--- config.mk ---
export PLATFORM = sky130hd
export DESIGN_NAME = dual_link_selector
export DESIGN_NICKNAME = d
export VERILOG_FILES = /design/src/rtl/core/dls_pkg.sv /design/src/rtl/core/dls_ram.sv /design/src/rtl/core/dls_avg_div.sv /design/src/rtl/core/dual_link_selector.sv
export SDC_FILE = /design/constraint.sdc
export NUM_CORES = 1
export LEC_CHECK = 0
export BUFFER_PORTS_ARGS = -buffer_cell sky130_fd_sc_hd__buf_2
export CAP_MARGIN = 20
export CELL_PAD_IN_SITES_DETAIL_PLACEMENT = 1
export CELL_PAD_IN_SITES_GLOBAL_PLACEMENT = 2
export CORE_UTILIZATION = 42
export CTS_BUF_LIST = sky130_fd_sc_hd__clkbuf_16
export DETAILED_ROUTE_END_ITERATION = 12
export HOLD_SLACK_MARGIN = 0.05
export PLACE_DENSITY = 0.75
export SLEW_MARGIN = 20
export SYNTH_ARGS = -nofsm -noshare
export SYNTH_HDL_FRONTEND = slang
export SYNTH_HIERARCHICAL = 1
export SYNTH_SLANG_ARGS = --single-unit
--- constraint.sdc ---
create_clock -name clock -period 4.25 [get_ports clock]
set_input_delay 0 -clock clock [delete_from_list [all_inputs] [get_ports clock]]
set_output_delay 0 -clock clock [all_outputs]
set_load 0.005 [all_outputs]
--- src/rtl/core/dls_pkg.sv ---
// dls_pkg: shared widths, codes, reset levels and control types for the dual link selector
// no dependencies; imported by dls_avg_div and dual_link_selector
`default_nettype none

package dls_pkg;

   localparam int WIFI_W     = 8;
   localparam int LTE_W      = 9;
   localparam int SEL_W      = 2;
   localparam int CSR_IDX_W  = 3;
   localparam int CSR_DATA_W = 9;

   typedef enum logic [SEL_W-1:0] {
      SEL_BOTH = 2'd0,
      SEL_WIFI = 2'd1,
      SEL_LTE  = 2'd2
   } sel_type;

   typedef enum logic [CSR_IDX_W-1:0] {
      CSR_WIFI_MID   = 3'd0,
      CSR_WIFI_GOOD  = 3'd1,
      CSR_LTE_MID    = 3'd2,
      CSR_LTE_GOOD   = 3'd3,
      CSR_FORCE_BOTH = 3'd4
   } csr_idx_type;

   localparam logic signed [WIFI_W-1:0] WIFI_MID_RST  = -8'sd70;
   localparam logic signed [WIFI_W-1:0] WIFI_GOOD_RST = -8'sd65;
   localparam logic signed [LTE_W-1:0]  LTE_MID_RST   = -9'sd90;
   localparam logic signed [LTE_W-1:0]  LTE_GOOD_RST  = -9'sd80;

   typedef struct packed {
      logic ld_mag;
      logic ld_prd;
   } div_ctl_type;

endpackage

`default_nettype wire

--- src/rtl/core/dls_ram.sv ---
// dls_ram: generic single-clock ram, one write port and one registered read port
// no dependencies
`default_nettype none

module dls_ram #(
   parameter int WIDTH = 8,
   parameter int DEPTH = 32
) (
   input  wire logic                     clock,
   input  wire logic                     wr_en,
   input  wire logic [$clog2(DEPTH)-1:0] wr_addr,
   input  wire logic [WIDTH-1:0]         wr_data,
   input  wire logic                     rd_en,
   input  wire logic [$clog2(DEPTH)-1:0] rd_addr,
   output logic      [WIDTH-1:0]         rd_data
);

   logic [WIDTH-1:0] mem_ff [DEPTH];
   logic [WIDTH-1:0] rd_data_ff;

   always_ff @(posedge clock) begin
      if (wr_en) begin
         mem_ff[wr_addr] <= wr_data;
      end
      if (rd_en) begin
         rd_data_ff <= mem_ff[rd_addr];
      end
   end

   assign rd_data = rd_data_ff;

endmodule

`default_nettype wire

--- src/rtl/core/dls_avg_div.sv ---
// dls_avg_div: two-stage signed divide of a window sum by the window length
// reciprocal multiply, truncates toward zero; depends on dls_pkg
`default_nettype none

module dls_avg_div
   import dls_pkg::*;
#(
   parameter int IN_W   = 8,
   parameter int WINDOW = 32
) (
   input  wire logic                                  clock,
   input  wire div_ctl_type                           ctl,
   input  wire logic signed [IN_W+$clog2(WINDOW)-1:0] sum,
   output logic signed      [IN_W-1:0]                avg
);

   localparam int LOG_W = $clog2(WINDOW);
   localparam int SUM_W = IN_W + LOG_W;
   localparam int SHIFT = SUM_W + LOG_W;
   localparam int M_W   = SUM_W + 2;
   localparam int PRD_W = SUM_W + M_W;
   localparam logic [M_W-1:0] RECIP =
      M_W'(((64'd1 << SHIFT) + 64'(WINDOW) - 64'd1) / 64'(WINDOW));

   logic [SUM_W-1:0] sum_neg;
   logic [SUM_W-1:0] mag_in;
   logic [SUM_W-1:0] mag_ff;
   logic             neg_ff;
   logic [PRD_W-1:0] prd_in;
   logic [PRD_W-1:0] prd_ff;
   logic             neg_prd_ff;
   logic [IN_W-1:0]  quot;

   assign sum_neg = ~sum + SUM_W'(1);
   assign mag_in  = sum[SUM_W-1] ? sum_neg : sum;
   assign prd_in  = PRD_W'(mag_ff) * PRD_W'(RECIP);

   always_ff @(posedge clock) begin
      if (ctl.ld_mag) begin
         mag_ff <= mag_in;
         neg_ff <= sum[SUM_W-1];
      end
      if (ctl.ld_prd) begin
         prd_ff     <= prd_in;
         neg_prd_ff <= neg_ff;
      end
   end

   assign quot = prd_ff[SHIFT +: IN_W];
   assign avg  = neg_prd_ff ? -quot : quot;

endmodule

`default_nettype wire

--- src/rtl/core/dual_link_selector.sv ---
// dual_link_selector: windowed wifi/lte signal averages and link selection
// a result passes the ram read, magnitude, product and output registers before it is offered
// throughput: one item per cycle unless stalled, set by one ram read and one ram write per item
// reset: window contents read as zero until each slot is first rewritten (fill flag)
// reset restores the threshold registers; no clearing pass is needed
// depends on dls_pkg, dls_ram, dls_avg_div
`default_nettype none

module dual_link_selector
   import dls_pkg::*;
#(
   parameter int WINDOW = 32
) (
   input  wire logic                    clock,
   input  wire logic                    reset,
   input  wire logic                    req_valid,
   output logic                         req_stall,
   input  wire logic signed [WIFI_W-1:0] req_wifi_sample,
   input  wire logic signed [LTE_W-1:0]  req_lte_sample,
   output logic                         rsp_valid,
   input  wire logic                    rsp_stall,
   output logic [SEL_W-1:0]             rsp_selection,
   output logic signed [WIFI_W-1:0]     rsp_wifi_average,
   output logic signed [LTE_W-1:0]      rsp_lte_average,
   input  wire logic                    csr_valid,
   output logic                         csr_ready,
   input  wire logic [CSR_IDX_W-1:0]    csr_index,
   input  wire logic [CSR_DATA_W-1:0]   csr_data
);

   localparam int AW     = $clog2(WINDOW);
   localparam int WSUM_W = WIFI_W + AW;
   localparam int LSUM_W = LTE_W + AW;
   localparam int RAM_W  = WIFI_W + LTE_W;
   localparam logic [AW-1:0] LAST_SLOT = AW'(WINDOW - 1);

   // handshake and pipeline control
   logic accept;
   logic rmw_go;
   logic ld_out;
   logic rdy_out, rdy_prd, rdy_mag, rdy_rd;
   logic v_rd_ff, v_rd_in;
   logic v_mag_ff, v_mag_in;
   logic v_prd_ff, v_prd_in;
   logic rsp_valid_ff, rsp_valid_in;
   div_ctl_type div_ctl;

   // ring slot and fill tracking
   logic [AW-1:0] slot_ff, slot_in;
   logic          fill_ff, fill_in;

   // read-modify-write stage
   logic [AW-1:0]             wr_slot_ff;
   logic                      old_ok_ff;
   logic signed [WIFI_W-1:0]  new_wifi_ff;
   logic signed [LTE_W-1:0]   new_lte_ff;
   logic [RAM_W-1:0]          rd_data;
   logic [RAM_W-1:0]          wr_data;
   logic signed [WIFI_W-1:0]  old_wifi;
   logic signed [LTE_W-1:0]   old_lte;
   logic signed [WSUM_W-1:0]  wifi_sum_ff, wifi_sum_in;
   logic signed [LSUM_W-1:0]  lte_sum_ff, lte_sum_in;

   // averages and selection
   logic signed [WIFI_W-1:0]  wifi_avg;
   logic signed [LTE_W-1:0]   lte_avg;
   logic                      w_good, w_mid, l_good, l_mid;
   logic                      wifi_only, lte_only;
   sel_type                   sel_in;
   sel_type                   sel_ff;
   logic signed [WIFI_W-1:0]  wifi_avg_ff;
   logic signed [LTE_W-1:0]   lte_avg_ff;

   // configuration registers
   logic signed [WIFI_W-1:0]  wifi_mid_ff, wifi_mid_in;
   logic signed [WIFI_W-1:0]  wifi_good_ff, wifi_good_in;
   logic signed [LTE_W-1:0]   lte_mid_ff, lte_mid_in;
   logic signed [LTE_W-1:0]   lte_good_ff, lte_good_in;
   logic                      force_both_ff, force_both_in;

   assign rdy_out   = !rsp_valid_ff || !rsp_stall;
   assign rdy_prd   = !v_prd_ff || rdy_out;
   assign rdy_mag   = !v_mag_ff || rdy_prd;
   assign rdy_rd    = !v_rd_ff || rdy_mag;
   assign req_stall = !rdy_rd;
   assign accept    = req_valid && rdy_rd;
   assign rmw_go    = v_rd_ff && rdy_mag;
   assign ld_out    = v_prd_ff && rdy_out;

   assign div_ctl.ld_mag = rmw_go;
   assign div_ctl.ld_prd = v_mag_ff && rdy_prd;

   assign v_rd_in      = accept || (v_rd_ff && !rdy_mag);
   assign v_mag_in     = rmw_go || (v_mag_ff && !rdy_prd);
   assign v_prd_in     = div_ctl.ld_prd || (v_prd_ff && !rdy_out);
   assign rsp_valid_in = ld_out || (rsp_valid_ff && rsp_stall);

   always_comb begin
      slot_in = slot_ff;
      fill_in = fill_ff;
      if (accept) begin
         if (slot_ff == LAST_SLOT) begin
            slot_in = '0;
            fill_in = 1'b1;
         end else begin
            slot_in = slot_ff + AW'(1);
         end
      end
   end

   // window entries, wifi in the upper bits
   assign wr_data = {new_wifi_ff, new_lte_ff};

   dls_ram #(
      .WIDTH (RAM_W),
      .DEPTH (WINDOW)
   ) u_window_ram (
      .clock   (clock),
      .wr_en   (rmw_go),
      .wr_addr (wr_slot_ff),
      .wr_data (wr_data),
      .rd_en   (accept),
      .rd_addr (slot_ff),
      .rd_data (rd_data)
   );

   // slots not yet written since reset read as zero
   assign old_wifi = old_ok_ff ? rd_data[RAM_W-1:LTE_W] : '0;
   assign old_lte  = old_ok_ff ? rd_data[LTE_W-1:0] : '0;

   assign wifi_sum_in = wifi_sum_ff
                      + {{AW{new_wifi_ff[WIFI_W-1]}}, new_wifi_ff}
                      - {{AW{old_wifi[WIFI_W-1]}}, old_wifi};
   assign lte_sum_in  = lte_sum_ff
                      + {{AW{new_lte_ff[LTE_W-1]}}, new_lte_ff}
                      - {{AW{old_lte[LTE_W-1]}}, old_lte};

   dls_avg_div #(
      .IN_W   (WIFI_W),
      .WINDOW (WINDOW)
   ) u_wifi_div (
      .clock (clock),
      .ctl   (div_ctl),
      .sum   (wifi_sum_in),
      .avg   (wifi_avg)
   );

   dls_avg_div #(
      .IN_W   (LTE_W),
      .WINDOW (WINDOW)
   ) u_lte_div (
      .clock (clock),
      .ctl   (div_ctl),
      .sum   (lte_sum_in),
      .avg   (lte_avg)
   );

   assign w_good = wifi_avg >= wifi_good_ff;
   assign w_mid  = wifi_avg >= wifi_mid_ff;
   assign l_good = lte_avg >= lte_good_ff;
   assign l_mid  = lte_avg >= lte_mid_ff;

   assign wifi_only = (w_good && !l_good) || (w_mid && !l_mid);
   assign lte_only  = (!w_good && l_good) || (!w_mid && l_mid);

   always_comb begin
      if (force_both_ff) begin
         sel_in = SEL_BOTH;
      end else if (wifi_only) begin
         sel_in = SEL_WIFI;
      end else if (lte_only) begin
         sel_in = SEL_LTE;
      end else begin
         sel_in = SEL_BOTH;
      end
   end

   assign csr_ready = 1'b1;

   always_comb begin
      wifi_mid_in   = wifi_mid_ff;
      wifi_good_in  = wifi_good_ff;
      lte_mid_in    = lte_mid_ff;
      lte_good_in   = lte_good_ff;
      force_both_in = force_both_ff;
      if (csr_valid && csr_ready) begin
         case (csr_index)
            CSR_WIFI_MID:   wifi_mid_in   = csr_data[WIFI_W-1:0];
            CSR_WIFI_GOOD:  wifi_good_in  = csr_data[WIFI_W-1:0];
            CSR_LTE_MID:    lte_mid_in    = csr_data[LTE_W-1:0];
            CSR_LTE_GOOD:   lte_good_in   = csr_data[LTE_W-1:0];
            CSR_FORCE_BOTH: force_both_in = csr_data[0];
            default: ;
         endcase
      end
   end

   always_ff @(posedge clock) begin
      if (reset) begin
         v_rd_ff       <= 1'b0;
         v_mag_ff      <= 1'b0;
         v_prd_ff      <= 1'b0;
         rsp_valid_ff  <= 1'b0;
         slot_ff       <= '0;
         fill_ff       <= 1'b0;
         wifi_sum_ff   <= '0;
         lte_sum_ff    <= '0;
         wifi_mid_ff   <= WIFI_MID_RST;
         wifi_good_ff  <= WIFI_GOOD_RST;
         lte_mid_ff    <= LTE_MID_RST;
         lte_good_ff   <= LTE_GOOD_RST;
         force_both_ff <= 1'b0;
      end else begin
         v_rd_ff       <= v_rd_in;
         v_mag_ff      <= v_mag_in;
         v_prd_ff      <= v_prd_in;
         rsp_valid_ff  <= rsp_valid_in;
         slot_ff       <= slot_in;
         fill_ff       <= fill_in;
         wifi_mid_ff   <= wifi_mid_in;
         wifi_good_ff  <= wifi_good_in;
         lte_mid_ff    <= lte_mid_in;
         lte_good_ff   <= lte_good_in;
         force_both_ff <= force_both_in;
         if (rmw_go) begin
            wifi_sum_ff <= wifi_sum_in;
            lte_sum_ff  <= lte_sum_in;
         end
      end
   end

   always_ff @(posedge clock) begin
      if (accept) begin
         wr_slot_ff  <= slot_ff;
         old_ok_ff   <= fill_ff;
         new_wifi_ff <= req_wifi_sample;
         new_lte_ff  <= req_lte_sample;
      end
      if (ld_out) begin
         sel_ff      <= sel_in;
         wifi_avg_ff <= wifi_avg;
         lte_avg_ff  <= lte_avg;
      end
   end

   assign rsp_valid        = rsp_valid_ff;
   assign rsp_selection    = sel_ff;
   assign rsp_wifi_average = wifi_avg_ff;
   assign rsp_lte_average  = lte_avg_ff;

   a_slot_wrap: assert property (@(posedge clock) disable iff (reset)
      accept && slot_ff == LAST_SLOT |=> slot_ff == '0 && fill_ff)
      else $error("ring slot did not wrap after last entry");

   a_rmw_loaded: assert property (@(posedge clock) disable iff (reset)
      accept |=> v_rd_ff && wr_slot_ff == $past(slot_ff))
      else $error("transfer did not reach the read-modify-write stage");

   a_rmw_hold: assert property (@(posedge clock) disable iff (reset)
      v_rd_ff && !rdy_mag |=> v_rd_ff && $stable(wr_slot_ff) && $stable(rd_data))
      else $error("held window item lost its slot or read data");

   a_sel_code: assert property (@(posedge clock) disable iff (reset)
      rsp_valid |-> rsp_selection == SEL_BOTH || rsp_selection == SEL_WIFI
                    || rsp_selection == SEL_LTE)
      else $error("invalid selection code offered");

endmodule

`default_nettype wire
==> out/metrics.csv <==
metric,value,unit
Mean Syn Cell Area,14.6,um^2
FP Rows,98,
startpoint types,flip-flop,
register area share after synthesis,0.672,
Die Footprint,74400,um^2
kind of critical path,flip-flop to flip-flop,
cells after synthesis,2103,
synth unique cells,77,
most frequent CP cell,xnor2_1,
fin nets,2394,
final setup vio count,0,
latest clock arrival within the worst-skew pair,640,ps
chip width,273,um
Post-Syn Area,30800,um^2
maximum fanout along the worst path,10,
share of layout cells above drive strength 1,0.123,
worst min-delay path class,input port to flip-flop,
Tot GR Track Use,0.214,
Pleak,12.5,nW
Post-synth EDFFs,641,
"Top FF cell, synth",edfxtp_1,
worst-path cell chain,buf_4 -> and2_1 -> fa_1 -> inv_1 -> ha_1 -> a211oi_1 -> o21ai_1 -> a21oi_2 -> xnor2_1 -> or4_4 -> o31ai_1 -> xnor2_1,
total gr overflow,0,
Slew headroom,0.286,
CP peak stage delay,610,ps
post-route insts no fill,3282,
Yosys top cell by area,edfxtp_1,
Critical Path RT,4610,ps
Final ANT Viol Nets,0,
clk slew on worst S/H paths,60,ps
vias in the first global route,18975,
Clock Path Buffers,3,
first-pass GRT wire length,118,mm
Seq cells post-synth,713,
"Slew Viols, Final",0,
fraction of registers with async set/reset,0,
initial antenna violation count,4,
FF/Latch Area,20700,um^2
post-DP HPWL,49.8,mm
"slowest stage cell, crit path",or4_4,
core area,72000,um^2
RSZ-0062 raised after global routing,no,
top-area cell type share of the netlist area,0.625,
DP Cell Count,3088,
Fin Clk Skew,38.7,ps
initial core utilization,0.428,
min Tclk post-route,4000,ps
worst slack at placement,9.55,ps
MaxCap Viol Count,0,
Synth Net Count,2229,
total of warnings raised by yosys,6,
overall routed net length,79.1,mm
status,"complete, no violations",
Pwr Total,18.1,mW
IO buf count,54,
Num CTS Buffers,78,
final worst setup slack,254,ps
GP Congestion,0.791,
H-tree levels,3,
drt pass-1 iters,5,
vias,18012,
Die Y-Extent,273,um
DRC violations left,0,
fin crit share,0.940,
Final Hold Viols,0,
CTS tree,done,
I/O pin cnt,56,
synth top area cells,"edfxtp_1 63%, mux2i_1 9.1%, dfxtp_1 4.7%",
largest net degree at the start of global routing,53,
Highest Clock Rate,0.250,GHz
WL per Instance,24.1,um
Slew @ Worst Pin,1070,ps
WP data arrival,4350,ps
Root Buffer,clkbuf_16,
power per cell area,510,nW/um^2
initial DRC count,1190,
peak supply drop,0.374,mV
n_diodes,0,
final setup TNS,0,ps
Multi-input gate area,8960,um^2
Worst setup EP type,flip-flop,
fill count,6971,
top-count cell post-synth,edfxtp_1,
top post-synthesis cells by count,"641 x edfxtp_1, 279 x mux2i_1, 143 x inv_1",
via-per-instance ratio,5.49,
area delta synth->final,15.2,%
clk sinks,713,
-- per-stage QoR --
| stage | utilization | hold slack (ps) | instance area (um^2) |
|---|---|---|---|
| finish | 0.493 | 80.7 | 35500 |
| global route | 0.493 | 60.5 | 35500 |
| CTS | 0.492 | 56.0 | 35400 |
| detailed placement | 0.449 | 179 | 32300 |
| global placement | 0.449 | 176 | 32300 |
| floorplan | - | 98.9 | 30800 |
-- layer usage --
metal	global-route usage	part of all wire	vias to the layer above
met5	0	0.00016	-
met4	0.0707	0.028	2
met3	0.0319	0.050	114
met2	0.353	0.48	415
met1	0.289	0.44	9261
li1	-	-	8220
-- flip-flops by register name (all words and copies together) (netlist names), 9 cells and up --
name                  cells
lte_good_ff               9
lte_mid_ff                9
lte_sum_ff               14
new_lte_ff                9
rsp_lte_average           9
u_lte_div/mag_ff          9
u_lte_div/prd_ff          9
u_window_ram/mem_ff     544
u_window_ram/rd_data     17
wifi_sum_ff              13
-- worst max-delay path, delay by kind of cell (launching register included) --
family,cells,cell delay [ps]
compound gates,4,1050
xor+xnor,2,300
fa+ha+maj,2,820
buf+inv,2,280
flops,1,490
simple gates,2,760
-- kinds of logic (layout without fill, tap and decap cells) --
| group | Yosys count | in the layout | synth area share |
|---|---|---|---|
| AOI/OAI and AO/OA | 333 | 333 | 0.0780 |
| other | 1 | 1 | 0.000122 |
| adders and majority gates | 92 | 92 | 0.0435 |
| DFF | 713 | 713 | 0.672 |
| xor gates and xnor gates | 52 | 52 | 0.0148 |
| muxes | 281 | 281 | 0.0914 |
| buffers and inverters | 241 | 470 | 0.0390 |
| and+or+nand+nor | 390 | 390 | 0.0611 |
-- area by class of cell --
cell class                      instances  share of cell area
Clock inverter                         65              0.0186
Sequential cell                       713               0.583
Inverter                              143              0.0151
Clock buffer                           79              0.0557
Multi-Input combinational cell       1149               0.253
Tap cell                              950              0.0335
Timing Repair Buffer                  183              0.0409
-- path summary, 6_finish.rpt --
check / start / endpoint / slack, ps / cells after the start
worst max-delay path: old_ok_ff$_DFFE_PP_ / u_wifi_div/mag_ff[11]$_DFFE_PP_ / 250 / 12
worst min-delay path: req_wifi_sample[0] / new_wifi_ff[0]$_DFFE_PP_ / 80 / 2
worst max register to register: old_ok_ff$_DFFE_PP_ / u_wifi_div/mag_ff[11]$_DFFE_PP_ / 250 / 12
worst min register to register: u_lte_div/mag_ff[9]$_DFFE_PP_ / u_lte_div/prd_ff[23]$_DFFE_PP_ / 400 / 0
-- cells in the final DEF, fill, tap and decap left out, drive strengths merged, types with 20 or more instances in the layout --
| master | Yosys | final |
|---|---|---|
| a21oi | 90 | 90 |
| a22o | 36 | 36 |
| a22oi | 68 | 68 |
| a31oi | 20 | 20 |
| buf | 65 | 134 |
| clkbuf | 33 | 79 |
| clkinv | 0 | 31 |
| dfxtp | 72 | 72 |
| dlygate4sd3 | 0 | 49 |
| edfxtp | 641 | 641 |
| fa | 25 | 25 |
| ha | 67 | 67 |
| inv | 143 | 162 |
| mux2i | 279 | 279 |
| nand2 | 127 | 127 |
| nand3 | 43 | 43 |
| nand4 | 20 | 20 |
| nor2 | 90 | 90 |
| nor3 | 27 | 27 |
| o21ai | 29 | 29 |
| xnor2 | 44 | 44 |
-- timing repair --
item / 4_1_cts / 5_1_grt
buffers inserted: 0 / 1
pin swaps: 0 / 0
endpoints found under the setup margin: 1 / 7
gates cloned: 0 / 0
endpoints found under the hold margin: 76 / 0
gates resized for setup: 1 / 1
hold buffers: 49 / 0
-- power breakdown --
part	leakage [nW]	switching, mW	internal [mW]
logic	4.77	1.83	1.22
clock network	1.34	2.83	4.03
registers	6.40	0.120	8.05
Power figures use the tool's default switching activity.
